--- src/hw/rtl/priq_pkg.sv ---
package priq_pkg;

   // fixed field widths of the channels
   localparam int IndexBits   = 5;
   localparam int PrioReqBits = 8;
   localparam int OccBits     = 6;
   localparam int KindBits    = 3;
   localparam int StatusBits  = 2;

   typedef logic [KindBits-1:0]   kind_type;
   typedef logic [StatusBits-1:0] rsp_status_type;

   localparam kind_type KindInsert      = 3'd0;
   localparam kind_type KindRemoveHead  = 3'd1;
   localparam kind_type KindRemoveIndex = 3'd2;
   localparam kind_type KindPeek        = 3'd3;
   localparam kind_type KindClear       = 3'd4;

   localparam rsp_status_type StatusOk   = 2'd0;
   localparam rsp_status_type StatusMiss = 2'd1;
   localparam rsp_status_type StatusFull = 2'd2;

   // datapath operations issued by the controller
   typedef enum logic [2:0] {
      DpIdle,
      DpStart,
      DpRead,
      DpInsert,
      DpRemove,
      DpHead,
      DpShort,
      DpEmit
   } dp_op_type;

   typedef struct packed {
      logic      latch;
      dp_op_type op;
   } dp_cmd_type;

   typedef struct packed {
      kind_type kind;
      logic     empty;
      logic     full;
      logic     lower;
      logic     hit;
      logic     ptr_first;
      logic     ptr_last;
      logic     out_free;
   } dp_status_type;

endpackage

--- src/hw/rtl/priq_if.sv ---
interface priq_req_if;
   import priq_pkg::*;

   logic                 valid;
   logic                 ready;
   logic [KindBits-1:0]    kind;
   logic [IndexBits-1:0]   entry_index;
   logic [PrioReqBits-1:0] priority_req;

   modport source (output valid, kind, entry_index, priority_req, input ready);
   modport sink   (input valid, kind, entry_index, priority_req, output ready);
endinterface

interface priq_rsp_if;
   import priq_pkg::*;

   logic                   valid;
   logic                   ready;
   logic [StatusBits-1:0]  status;
   logic [IndexBits-1:0]   out_index;
   logic [PrioReqBits-1:0] out_priority;
   logic [OccBits-1:0]     occupancy;
   logic                   is_empty;

   modport source (output valid, status, out_index, out_priority, occupancy, is_empty,
                   input ready);
   modport sink   (input valid, status, out_index, out_priority, occupancy, is_empty,
                   output ready);
endinterface

--- src/hw/rtl/priority_sorted_queue.sv ---
// Channel   Dir  Modport  Payload
// req_chan  in   sink     kind, entry_index, priority_req
// rsp_chan  out  source   status, out_index, out_priority, occupancy, is_empty
//
// One operation at a time. Each stored entry visited takes a registered
// read of the slot RAM, then a compare and shifting write back. Insert walks
// from the tail, moving lower entries toward the tail, and writes slot 0 when
// the new entry lands at the head; remove visits every entry, peek slot 0
// only, and full/empty/clear skip the walk; any wait on rsp_chan.ready follows.
// Reset clears the count, found flag and output valid; slots past it are never read.
// A finished result sits in the output register while the next request
// transfers; a stalled output holds the block only at the end of that request.
module priority_sorted_queue #(
   parameter int QUEUE_DEPTH = 32,
   parameter int PRIO_BITS   = 8
) (
   input logic         clock,
   input logic         reset,
   priq_req_if.sink    req_chan,
   priq_rsp_if.source  rsp_chan
);
   import priq_pkg::*;

   dp_cmd_type    cmd;
   dp_status_type stat;

   priq_control u_control (
      .clock     (clock),
      .reset     (reset),
      .req_valid (req_chan.valid),
      .req_ready (req_chan.ready),
      .stat      (stat),
      .cmd       (cmd)
   );

   priq_datapath #(.QUEUE_DEPTH(QUEUE_DEPTH), .PRIO_BITS(PRIO_BITS)) u_datapath (
      .clock            (clock),
      .reset            (reset),
      .cmd              (cmd),
      .stat             (stat),
      .req_kind         (req_chan.kind),
      .req_entry_index  (req_chan.entry_index),
      .req_priority_req (req_chan.priority_req),
      .rsp_valid        (rsp_chan.valid),
      .rsp_ready        (rsp_chan.ready),
      .rsp_status       (rsp_chan.status),
      .rsp_out_index    (rsp_chan.out_index),
      .rsp_out_priority (rsp_chan.out_priority),
      .rsp_occupancy    (rsp_chan.occupancy),
      .rsp_is_empty     (rsp_chan.is_empty)
   );

`ifndef ASSERT_OFF
   // a request transfer closes the input until the result is staged
   a_one_in_flight: assert property (@(posedge clock) disable iff (reset)
      (req_chan.valid && req_chan.ready) |=> !req_chan.ready)
      else $error("request accepted while another is in progress");

   a_error_payload_zero: assert property (@(posedge clock) disable iff (reset)
      (rsp_chan.valid && rsp_chan.status != StatusOk) |->
      (rsp_chan.out_index == '0 && rsp_chan.out_priority == '0))
      else $error("error result carries a nonzero index or priority");

   a_full_not_empty: assert property (@(posedge clock) disable iff (reset)
      (rsp_chan.valid && rsp_chan.status == StatusFull) |-> !rsp_chan.is_empty)
      else $error("full refusal reported with an empty queue");
`endif

endmodule

--- src/hw/rtl/priq_ram.sv ---
module priq_ram #(
   parameter int WIDTH = 13,
   parameter int DEPTH = 32
) (
   input  logic                     clock,
   input  logic                     wr_en,
   input  logic [$clog2(DEPTH)-1:0] wr_addr,
   input  logic [WIDTH-1:0]         wr_data,
   input  logic                     rd_en,
   input  logic [$clog2(DEPTH)-1:0] rd_addr,
   output logic [WIDTH-1:0]         rd_data
);

   logic [WIDTH-1:0] mem [DEPTH];
   logic [WIDTH-1:0] rd_data_ff;

   always_ff @(posedge clock) begin
      if (wr_en) begin
         mem[wr_addr] <= wr_data;
      end
      if (rd_en) begin
         rd_data_ff <= mem[rd_addr];
      end
   end

   assign rd_data = rd_data_ff;

endmodule

--- src/hw/rtl/priq_datapath.sv ---
module priq_datapath #(
   parameter int QUEUE_DEPTH = 32,
   parameter int PRIO_BITS   = 8
) (
   input  logic                                clock,
   input  logic                                reset,
   input  priq_pkg::dp_cmd_type                cmd,
   output priq_pkg::dp_status_type             stat,
   input  logic [priq_pkg::KindBits-1:0]       req_kind,
   input  logic [priq_pkg::IndexBits-1:0]      req_entry_index,
   input  logic [priq_pkg::PrioReqBits-1:0]    req_priority_req,
   output logic                                rsp_valid,
   input  logic                                rsp_ready,
   output logic [priq_pkg::StatusBits-1:0]     rsp_status,
   output logic [priq_pkg::IndexBits-1:0]      rsp_out_index,
   output logic [priq_pkg::PrioReqBits-1:0]    rsp_out_priority,
   output logic [priq_pkg::OccBits-1:0]        rsp_occupancy,
   output logic                                rsp_is_empty
);
   import priq_pkg::*;

   localparam int AW = $clog2(QUEUE_DEPTH);
   localparam int CW = $clog2(QUEUE_DEPTH + 1);
   localparam int EW = IndexBits + PRIO_BITS;
   localparam logic [CW-1:0] FullCount = CW'(QUEUE_DEPTH);

   function automatic logic [PrioReqBits-1:0] prio_out(input logic [PRIO_BITS-1:0] p);
      logic [PRIO_BITS+PrioReqBits-1:0] w;
      w = {{PrioReqBits{1'b0}}, p};
      return w[PrioReqBits-1:0];
   endfunction

   function automatic logic [PRIO_BITS-1:0] prio_in(input logic [PrioReqBits-1:0] p);
      logic [PRIO_BITS+PrioReqBits-1:0] w;
      w = {{PRIO_BITS{1'b0}}, p};
      return w[PRIO_BITS-1:0];
   endfunction

   kind_type                kind_ff, kind_in;
   logic [IndexBits-1:0]    idx_ff, idx_in;
   logic [PRIO_BITS-1:0]    prio_ff, prio_in_v;
   logic [CW-1:0]           fill_ff, fill_in, fill_dec;
   logic [AW-1:0]           ptr_ff, ptr_in, last_ff, last_in;
   logic                    found_ff, found_in;
   rsp_status_type          res_status_ff, res_status_in;
   logic [IndexBits-1:0]    res_index_ff, res_index_in;
   logic [PrioReqBits-1:0]  res_prio_ff, res_prio_in;
   logic                    rsp_valid_ff, rsp_valid_in;
   rsp_status_type          rsp_status_ff, rsp_status_in;
   logic [IndexBits-1:0]    rsp_index_ff, rsp_index_in;
   logic [PrioReqBits-1:0]  rsp_prio_ff, rsp_prio_in;
   logic [OccBits-1:0]      rsp_occ_ff, rsp_occ_in;
   logic                    rsp_empty_ff, rsp_empty_in;
   logic [CW+OccBits-1:0]   fill_wide;

   logic          wr_en, rd_en;
   logic [AW-1:0] wr_addr;
   logic [EW-1:0] wr_data, rd_data, new_entry;
   logic [IndexBits-1:0] rd_idx;
   logic [PRIO_BITS-1:0] rd_prio;

   priq_ram #(.WIDTH(EW), .DEPTH(QUEUE_DEPTH)) u_slots (
      .clock   (clock),
      .wr_en   (wr_en),
      .wr_addr (wr_addr),
      .wr_data (wr_data),
      .rd_en   (rd_en),
      .rd_addr (ptr_ff),
      .rd_data (rd_data)
   );

   assign rd_idx    = rd_data[EW-1:PRIO_BITS];
   assign rd_prio   = rd_data[PRIO_BITS-1:0];
   assign new_entry = {idx_ff, prio_ff};
   assign fill_dec  = fill_ff - CW'(1);
   assign fill_wide = {{OccBits{1'b0}}, fill_ff};

   always_comb begin
      stat.kind      = kind_ff;
      stat.empty     = (fill_ff == '0);
      stat.full      = (fill_ff == FullCount);
      stat.lower     = (rd_prio < prio_ff);
      // head and peek take slot 0; remove by index takes the first match
      stat.hit       = !found_ff && ((kind_ff != KindRemoveIndex) || (rd_idx == idx_ff));
      stat.ptr_first = (ptr_ff == '0);
      stat.ptr_last  = (ptr_ff == last_ff);
      stat.out_free  = !rsp_valid_ff || rsp_ready;
   end

   always_comb begin
      kind_in       = kind_ff;
      idx_in        = idx_ff;
      prio_in_v     = prio_ff;
      fill_in       = fill_ff;
      ptr_in        = ptr_ff;
      last_in       = last_ff;
      found_in      = found_ff;
      res_status_in = res_status_ff;
      res_index_in  = res_index_ff;
      res_prio_in   = res_prio_ff;
      rsp_valid_in  = rsp_valid_ff && !rsp_ready;
      rsp_status_in = rsp_status_ff;
      rsp_index_in  = rsp_index_ff;
      rsp_prio_in   = rsp_prio_ff;
      rsp_occ_in    = rsp_occ_ff;
      rsp_empty_in  = rsp_empty_ff;
      wr_en         = 1'b0;
      rd_en         = 1'b0;
      wr_addr       = ptr_ff;
      wr_data       = rd_data;

      if (cmd.latch) begin
         kind_in   = req_kind;
         idx_in    = req_entry_index;
         prio_in_v = prio_in(req_priority_req);
      end

      unique case (cmd.op)
         DpIdle: begin
         end
         DpStart: begin
            last_in       = fill_dec[AW-1:0];
            ptr_in        = (kind_ff == KindInsert) ? fill_dec[AW-1:0] : '0;
            found_in      = 1'b0;
            res_status_in = StatusOk;
            res_index_in  = '0;
            res_prio_in   = '0;
         end
         DpRead: begin
            rd_en = 1'b1;
         end
         DpInsert: begin
            // walk from the tail, moving strictly lower entries down one slot
            wr_en   = 1'b1;
            wr_addr = ptr_ff + AW'(1);
            if (stat.lower) begin
               if (!stat.ptr_first) begin
                  ptr_in = ptr_ff - AW'(1);
               end
            end else begin
               wr_data       = new_entry;
               fill_in       = fill_ff + CW'(1);
               res_status_in = StatusOk;
               res_index_in  = idx_ff;
               res_prio_in   = prio_out(prio_ff);
            end
         end
         DpRemove: begin
            if (found_ff) begin
               wr_en   = 1'b1;
               wr_addr = ptr_ff - AW'(1);
            end
            if (stat.hit) begin
               found_in     = 1'b1;
               res_index_in = rd_idx;
               res_prio_in  = prio_out(rd_prio);
            end
            if (kind_ff == KindPeek && stat.hit) begin
               res_status_in = StatusOk;
            end else if (stat.ptr_last) begin
               if (found_ff || stat.hit) begin
                  fill_in = fill_dec;
               end else begin
                  res_status_in = StatusMiss;
               end
            end else begin
               ptr_in = ptr_ff + AW'(1);
            end
         end
         DpHead: begin
            wr_en         = 1'b1;
            wr_addr       = '0;
            wr_data       = new_entry;
            fill_in       = fill_ff + CW'(1);
            res_status_in = StatusOk;
            res_index_in  = idx_ff;
            res_prio_in   = prio_out(prio_ff);
         end
         DpShort: begin
            res_index_in = '0;
            res_prio_in  = '0;
            priority if (kind_ff == KindInsert) begin
               res_status_in = StatusFull;
            end else if (kind_ff == KindRemoveHead || kind_ff == KindRemoveIndex ||
                         kind_ff == KindPeek) begin
               res_status_in = StatusMiss;
            end else if (kind_ff == KindClear) begin
               res_status_in = StatusOk;
               fill_in       = '0;
            end else begin
               res_status_in = StatusOk;
            end
         end
         DpEmit: begin
            rsp_valid_in  = 1'b1;
            rsp_status_in = res_status_ff;
            rsp_index_in  = res_index_ff;
            rsp_prio_in   = res_prio_ff;
            rsp_occ_in    = fill_wide[OccBits-1:0];
            rsp_empty_in  = (fill_ff == '0);
         end
      endcase
   end

   always_ff @(posedge clock) begin
      if (reset) begin
         fill_ff      <= '0;
         found_ff     <= 1'b0;
         rsp_valid_ff <= 1'b0;
      end else begin
         fill_ff      <= fill_in;
         found_ff     <= found_in;
         rsp_valid_ff <= rsp_valid_in;
      end
   end

   always_ff @(posedge clock) begin
      kind_ff       <= kind_in;
      idx_ff        <= idx_in;
      prio_ff       <= prio_in_v;
      ptr_ff        <= ptr_in;
      last_ff       <= last_in;
      res_status_ff <= res_status_in;
      res_index_ff  <= res_index_in;
      res_prio_ff   <= res_prio_in;
      rsp_status_ff <= rsp_status_in;
      rsp_index_ff  <= rsp_index_in;
      rsp_prio_ff   <= rsp_prio_in;
      rsp_occ_ff    <= rsp_occ_in;
      rsp_empty_ff  <= rsp_empty_in;
   end

   assign rsp_valid        = rsp_valid_ff;
   assign rsp_status       = rsp_status_ff;
   assign rsp_out_index    = rsp_index_ff;
   assign rsp_out_priority = rsp_prio_ff;
   assign rsp_occupancy    = rsp_occ_ff;
   assign rsp_is_empty     = rsp_empty_ff;

endmodule

--- src/hw/rtl/priq_control.sv ---
module priq_control (
   input  logic                    clock,
   input  logic                    reset,
   input  logic                    req_valid,
   output logic                    req_ready,
   input  priq_pkg::dp_status_type stat,
   output priq_pkg::dp_cmd_type    cmd
);
   import priq_pkg::*;

   localparam logic [2:0] SIdle     = 3'd0;
   localparam logic [2:0] SDispatch = 3'd1;
   localparam logic [2:0] SRead     = 3'd2;
   localparam logic [2:0] SEval     = 3'd3;
   localparam logic [2:0] SHead     = 3'd4;
   localparam logic [2:0] SDone     = 3'd5;

   logic [2:0] state_ff, state_in;

   always_comb begin
      state_in  = state_ff;
      req_ready = 1'b0;
      cmd.latch = 1'b0;
      cmd.op    = DpIdle;

      unique case (state_ff)
         SIdle: begin
            req_ready = 1'b1;
            if (req_valid) begin
               cmd.latch = 1'b1;
               state_in  = SDispatch;
            end
         end
         SDispatch: begin
            priority if (stat.kind == KindInsert) begin
               if (stat.full) begin
                  cmd.op   = DpShort;
                  state_in = SDone;
               end else if (stat.empty) begin
                  state_in = SHead;
               end else begin
                  cmd.op   = DpStart;
                  state_in = SRead;
               end
            end else if (stat.kind == KindRemoveHead || stat.kind == KindRemoveIndex ||
                         stat.kind == KindPeek) begin
               if (stat.empty) begin
                  cmd.op   = DpShort;
                  state_in = SDone;
               end else begin
                  cmd.op   = DpStart;
                  state_in = SRead;
               end
            end else begin
               cmd.op   = DpShort;
               state_in = SDone;
            end
         end
         SRead: begin
            cmd.op   = DpRead;
            state_in = SEval;
         end
         SEval: begin
            if (stat.kind == KindInsert) begin
               cmd.op = DpInsert;
               if (!stat.lower) begin
                  state_in = SDone;
               end else if (stat.ptr_first) begin
                  state_in = SHead;
               end else begin
                  state_in = SRead;
               end
            end else begin
               cmd.op = DpRemove;
               if ((stat.kind == KindPeek && stat.hit) || stat.ptr_last) begin
                  state_in = SDone;
               end else begin
                  state_in = SRead;
               end
            end
         end
         SHead: begin
            cmd.op   = DpHead;
            state_in = SDone;
         end
         SDone: begin
            if (stat.out_free) begin
               cmd.op   = DpEmit;
               state_in = SIdle;
            end
         end
         default: begin
            state_in = SIdle;
         end
      endcase
   end

   always_ff @(posedge clock) begin
      if (reset) begin
         state_ff <= SIdle;
      end else begin
         state_ff <= state_in;
      end
   end

endmodule
--- src/flat_wrapper.sv ---
// flat-port wrapper written by rule: the top's interface ports become plain ports
module priority_sorted_queue_flat import priq_pkg::*;
#(
   parameter int QUEUE_DEPTH = 32,
   parameter int PRIO_BITS   = 8
)
  (clock, reset, req_chan_valid, req_chan_kind, req_chan_entry_index, req_chan_priority_req, req_chan_ready, rsp_chan_valid, rsp_chan_status, rsp_chan_out_index, rsp_chan_out_priority, rsp_chan_occupancy, rsp_chan_is_empty, rsp_chan_ready);
  priq_req_if req_chan_i ();
  priq_rsp_if rsp_chan_i ();
  input logic clock;
  input logic reset;
  input wire logic [$bits(req_chan_i.valid)-1:0] req_chan_valid;
  input wire logic [$bits(req_chan_i.kind)-1:0] req_chan_kind;
  input wire logic [$bits(req_chan_i.entry_index)-1:0] req_chan_entry_index;
  input wire logic [$bits(req_chan_i.priority_req)-1:0] req_chan_priority_req;
  output wire logic [$bits(req_chan_i.ready)-1:0] req_chan_ready;
  output wire logic [$bits(rsp_chan_i.valid)-1:0] rsp_chan_valid;
  output wire logic [$bits(rsp_chan_i.status)-1:0] rsp_chan_status;
  output wire logic [$bits(rsp_chan_i.out_index)-1:0] rsp_chan_out_index;
  output wire logic [$bits(rsp_chan_i.out_priority)-1:0] rsp_chan_out_priority;
  output wire logic [$bits(rsp_chan_i.occupancy)-1:0] rsp_chan_occupancy;
  output wire logic [$bits(rsp_chan_i.is_empty)-1:0] rsp_chan_is_empty;
  input wire logic [$bits(rsp_chan_i.ready)-1:0] rsp_chan_ready;
  assign req_chan_i.valid = req_chan_valid;
  assign req_chan_i.kind = req_chan_kind;
  assign req_chan_i.entry_index = req_chan_entry_index;
  assign req_chan_i.priority_req = req_chan_priority_req;
  assign req_chan_ready = req_chan_i.ready;
  assign rsp_chan_valid = rsp_chan_i.valid;
  assign rsp_chan_status = rsp_chan_i.status;
  assign rsp_chan_out_index = rsp_chan_i.out_index;
  assign rsp_chan_out_priority = rsp_chan_i.out_priority;
  assign rsp_chan_occupancy = rsp_chan_i.occupancy;
  assign rsp_chan_is_empty = rsp_chan_i.is_empty;
  assign rsp_chan_i.ready = rsp_chan_ready;
  priority_sorted_queue #(.QUEUE_DEPTH(QUEUE_DEPTH), .PRIO_BITS(PRIO_BITS)) u_core (.clock(clock), .reset(reset), .req_chan(req_chan_i), .rsp_chan(rsp_chan_i));
endmodule
--- config.mk ---
export PLATFORM = sky130hd
export DESIGN_NAME = priority_sorted_queue_flat
export DESIGN_NICKNAME = d
export VERILOG_FILES = /design/src/hw/rtl/priq_pkg.sv /design/src/hw/rtl/priq_if.sv /design/src/hw/rtl/priority_sorted_queue.sv /design/src/hw/rtl/priq_ram.sv /design/src/hw/rtl/priq_datapath.sv /design/src/hw/rtl/priq_control.sv /design/src/flat_wrapper.sv
export SDC_FILE = /design/constraint.sdc
export NUM_CORES = 1
export LEC_CHECK = 0
export BUFFER_PORTS_ARGS = -buffer_cell sky130_fd_sc_hd__buf_2
export CAP_MARGIN = 25
export CORE_MARGIN = 2
export CORE_UTILIZATION = 50
export CTS_CLUSTER_SIZE = 16
export DETAILED_ROUTE_END_ITERATION = 7
export GPL_TIMING_DRIVEN = 1
export PLACE_DENSITY = 0.66
export SLEW_MARGIN = 30
export SYNTH_ARGS = -nofsm -noshare
export SYNTH_HDL_FRONTEND = slang
export SYNTH_HIERARCHICAL = 1
export SYNTH_SLANG_ARGS = --single-unit
--- constraint.sdc ---
create_clock -name clock -period 5.88 [get_ports clock]
set_input_delay 1.176 -clock clock [delete_from_list [all_inputs] [get_ports clock]]
set_output_delay 1.176 -clock clock [all_outputs]
set_load 0.03 [all_outputs]
# Word-level counts from Yosys, hierarchy flattened
# Memories as Yosys holds them, arrays and structs flattened. A register that Yosys moved wholly into a read port is not among the register bits.
# Cells that the tools add are included.
# classes
addsub,4
reduce_logical,30
magnitude_cmp,1
muxes,62
n_eq_ne,35
# ops
operator,n
2-to-1 mux 3 bit,17
2-to-1 mux 6 bit,7
2-to-1 mux 5 bit,8
one-hot mux 8 bit (4 select lines),1
one-hot mux 5 bit (3 select lines),2
one-hot mux 13 bit (2 select lines),1
one-hot mux 6 bit (4 select lines),1
== test 3 bit (second input constant),7
!= test 2 bit (second input constant),10
one-hot mux 5 bit (4 select lines),1
== test 3 x 2 -> 1 bit (second input constant),6
one-hot mux 3 bit (6 select lines),1
2-to-1 mux 8 bit,2
one-hot mux 3 bit (5 select lines),1
2-to-1 mux 13 bit,1
nonzero test 4 bit,3
2-to-1 mux 1 bit,11
== test 5 bit,2
2-to-1 mux 2 bit,5
== test 3 x 1 -> 1 bit (second input constant),3
less-than comparator 8 bit,1
one-hot mux 2 bit (4 select lines),1
AND reduction 8 bit,1
adder 6 x 1 -> 6 bit (second input constant),1
other kinds (21),38
# totals
ramBits,416
wordCells,150
ff_bits,74
n_memories,1
input_bits,20
# mem_list
name,depth,width,read_ports,rd_clocked_by_memory_dff,write_ports,line_no,source
u_core.u_datapath.u_slots.mem,32,13,1,1,1,priq_ram.sv:14,logic [WIDTH-1:0] mem [DEPTH];

# Depth between registers and ports, before layout
# logic_depth
depth_word,11
mapped_depth,16
depth_no_buf,16

# Modules after synthesis
# Netlist, hierarchy kept.
# by_module_without_submodules
mod,n_inst,seq_area_each_um2,cells_each,area_per_inst_um2
priq_ram,1,12882.4,936,16858.7
priq_datapath,1,2052.0,319,3762.4
priq_control,1,60.1,46,357.8

# Worst setup path before layout
# Ideal clock, no wire load.
# synth_path
path_kind,input to register
startpoint,input port rsp_chan_ready
endpoint,memory u_core.u_datapath.u_slots.mem[10][0] (enable)
path_stages,9
setup_slack_ns,1.628
arrival_time_ns,3.870
cell_sequence,nand2b_1 mux2i_1 o32ai_1 buf_2 nand3_1 o311a_1 o21ai_1 or3b_2 nor2_1
# synth_rtl
element,line_no,source
from (decl),flat_wrapper.sv:23,input wire logic [$bits(rsp_chan_i.ready)-1:0] rsp_chan_ready;
to (decl),priq_ram.sv:14,

==> summary.txt <==
Global routing
  • Number of global-route vias before repair: 11300
  • Total GRT Usage: between 20 and 25%
  • Antenna violations before repair: 0
  • First-pass GRT wire length: 71100 µm
  • Overflow after GRT: 0
  • Largest net degree at the start of global routing: 62

Critical path
  • Family with the most delay on the worst path: simple AND/OR/NAND/NOR gates
  • Crit path arrival time: 5.49 ns
  • Crit-path cells: inv_1 -> ha_1 -> nor4bb_1 -> o21ai_0 -> or3b_1 -> mux2i_1 -> o32ai_2 -> buf_4 -> nand2_1 -> nor2_1 -> a221oi_1 -> o21ai_1 -> or3b_2 -> nor2_1 -> buf_4
  • Crit path depth: 15
  • WS Path Type: reg2reg
  • Endpoint class of the critical path: flip-flop
  • CP Data Required Time: 6.16 ns
  • Crit path max fanout: 14
  • Critical path buffers and inverters: 3
  • Slowest-stage cell, CP: o21ai_1
  • Reg2Reg Depth: 15
  • Max stage delay on crit path: 0.77 ns
  • Crit start category: flip-flop

Detailed routing
  • Post-Route WL: 48300 µm
  • ANT nets after route: 0
  • WL/cell: between 20 and 25 µm
  • DRT Pass-1 Iters: 5
  • DR vias: 11700
  • Drt first-iter violations: approximately 1200
  • Via density: 6.01
  • # DRC: 0

Die
  • Starting Density: 50.4%
  • Total Die Area: ~44000 µm²
  • Core area: 41700 µm²
  • Height of the die: between 200 and 250 µm
  • # rows: 75
  • DIE WIDTH: 209 µm
  • Io pins: 44

Timing
  • Worst-Margin Slew: 1.00 ns
  • RSZ-0062 raised after global routing: false
  • F_max: 192 MHz
  • Relative slew margins: around a third
  • Final setup margin: 0.673 ns
  • Fin. Hold Viols: 0
  • Final Slew Violations: 0
  • Final Skew: 0.0185 ns
  • Tmin final: approximately 5.2 ns
  • Setup TNS: 0 ns
  • Fin crit share: approximately nine tenths
  • Final setup fails: 0

Cells and area
  • FILL cells: 3247
  • Synthesis-to-layout area growth: 11.9%
  • ANT cells: 0
  • Final Core Density: 56.3%
  • Nets: 1403
  • Non-filler cells, final: 1951
  • Share of layout cells above drive strength 1: around 15%

Power
  • Peak supply drop: 0.340 mV
  • Final total power: 0.0132 W
  • Clock share of power: 25.2%
  • Net Switching: between 0.004 and 0.005 W
  • Int Pwr: 0.00835 W
  • Power Density: ~560 nW/µm²
  • LEAKAGE: around 8.2 nW
  • Combinational power share: a little over a third
  • Sequential power share: 39.7%
  • Switching part of the total: 36.6%

Place
  • Dpl ws: 0.723 ns
  • Port bufs: 43
  • Placed cells: 1858
  • GP Congestion: 0.891
  • DP Wirelength: 29500 µm

Synthesis
  • Yosys cell types: 74
  • Synth Instances: 1301
  • Post-synth ARST share: 0%
  • Post-synth EDFFs: 492
  • Sequential element share of the synthesized area: 71.5%
  • Synth Register Bits: slightly above 500
  • Synth warn: 6
  • Primary FF master, synth: edfxtp_1
  • Synth Net Count: ~1300
  • Mapped cell area: 21000 µm²
  • Syn_area_per_cell: 16.1 µm²

Clocking
  • Clock buffer depth: 3
  • PostCTS Resize Cnt: 0
  • Cts hold-fix bufs: 0
  • CTS HTree Levels: 2
  • Worst skew pair latency: a little under 0.6 ns
  • CTS buffer count: 50
  • Worst-path clk slew: ~0.060 ns
  • CTS sink count: 503
  • Clock root cell: clkbuf_16
  • CTS tree: yes
  • Number of setup buffers added after CTS: 0

Status
  • Outcome: finished, final reports clean

Min path
  • Hold Crit Class: reg2reg
  • Hold Crit Depth: 0

Job
  • Max-Cap Viols: 0
==> metal layers <==
| layer | part of all wire [%] | vias to the layer above | track usage [%] |
|---|---|---|---|
| met3 | 7.4 | 93 | 3.50 |
| met5 | 0 | - | 0 |
| met1 | 42 | 5851 | 31.0 |
| met4 | 3.4 | 0 | 8.13 |
| met2 | 47 | 497 | 35.4 |
| li1 | - | 5278 | - |
==> state kept, by name, indices dropped and copies added, names as in the netlist, 6 cells and up <==
name,count
u_core/u_datapath/res_prio_ff,8
u_core/u_datapath/u_slots/rd_data,13
u_core/u_datapath/prio_ff,8
u_core/u_datapath/fill_ff,6
u_core/u_datapath/u_slots/mem,416
u_core/u_datapath/rsp_occupancy,6
u_core/u_datapath/rsp_out_priority,8
==> power by group through the flow <==
stage                     Combinational [W]  Sequential [W]  Clock, W
after floorplan                     0.00319         0.00516         0
after global placement              0.00448         0.00528         0
after detailed placement            0.00456         0.00529         0
after CTS                           0.00458         0.00522   0.00337
after global routing                0.00492         0.00526   0.00349
final                               0.00463         0.00522   0.00332
==> layout make-up <==
type	count	area [µm²]	area share [%]
sequential	503	15000	63.9
multi-input combinational	706	5410	23.1
clock buffer	56	1290	5.52
tap	539	674	2.87
timing repair buffer	90	588	2.51
clock inverter	37	429	1.83
inverter	20	75.1	0.320
==> cell families after synthesis <==
group                      synth area share (%)
adders and majority gates                 0.716
muxes                                      10.9
buffers and inverters                      2.95
AOI/OAI and AO/OA                          7.63
xor gates and xnor gates                  0.668
and+or+nand+nor                            5.66
DFF                                        71.5
==> synth_stat cells (11+ instances only) <==
master	number	area share [%]
nand3_1	36	0.86
nor3_1	25	0.60
nand4_1	16	0.48
mux2i_1	210	10
a21oi_1	40	0.95
dfxtp_1	11	1.0
inv_1	17	0.30
ha_1	12	0.72
nor2_1	55	0.98
edfxtp_1	492	70
o21ai_0	16	0.38
a31oi_1	16	0.48
a22o_1	41	1.7
clkbuf_1	14	0.25
a22oi_1	55	2.0
nand2_1	55	0.98
buf_2	32	0.76
==> final timing paths <==
path | startpoint | endpoint | slack [ns]
worst max-delay path | u_core/u_datapath/fill_ff[0] | u_core/u_datapath/u_slots/mem[8][11] | 0.67
worst min-delay path | u_core/u_datapath/res_index_ff[0] | u_core/u_datapath/rsp_out_index[0] | 0.42
worst max register to register | u_core/u_datapath/fill_ff[0] | u_core/u_datapath/u_slots/mem[8][11] | 0.67
worst min register to register | u_core/u_datapath/res_index_ff[0] | u_core/u_datapath/rsp_out_index[0] | 0.42
==> worst register-to-register path: cells and delay by family, from the launching register on <==
kind	cells	cell delay [ns]
mux	1	0.10
fa+ha+maj	1	0.18
flops	1	0.37
buf+inv	3	0.70
compound gates	4	1.59
simple gates	6	1.96
==> cell usage in the layout, fill, tap and decap left out, types with 10 or more instances in the layout <==
cell type  Yosys  layout
edfxtp_1     492     492
mux2i_1      210     210
nand2_1       55      55
a22oi_1       55      55
clkbuf_16      0      51
nor2_1        55      51
buf_4          3      46
buf_2         32      43
a22o_1        41      41
a21oi_1       40      40
nand3_1       36      36
nor3_1        25      25
inv_1         17      17
o21ai_0       16      16
nand4_1       16      16
a31oi_1       16      15
clkinv_2       0      13
ha_1          12      12
dfxtp_1       11      11
mux2_4        10      10
xnor2_1       10      10
==> through the flow <==
step / hold WS, ns / instance area [µm²]
after CTS: 0.419 / 23500
final: 0.417 / 23500
after global routing: 0.425 / 23500
after floorplan: 0.400 / 21000
after global placement: 0.402 / 21700
after detailed placement: 0.405 / 21700
No activity file was read; power rests on OpenSTA's default activity.
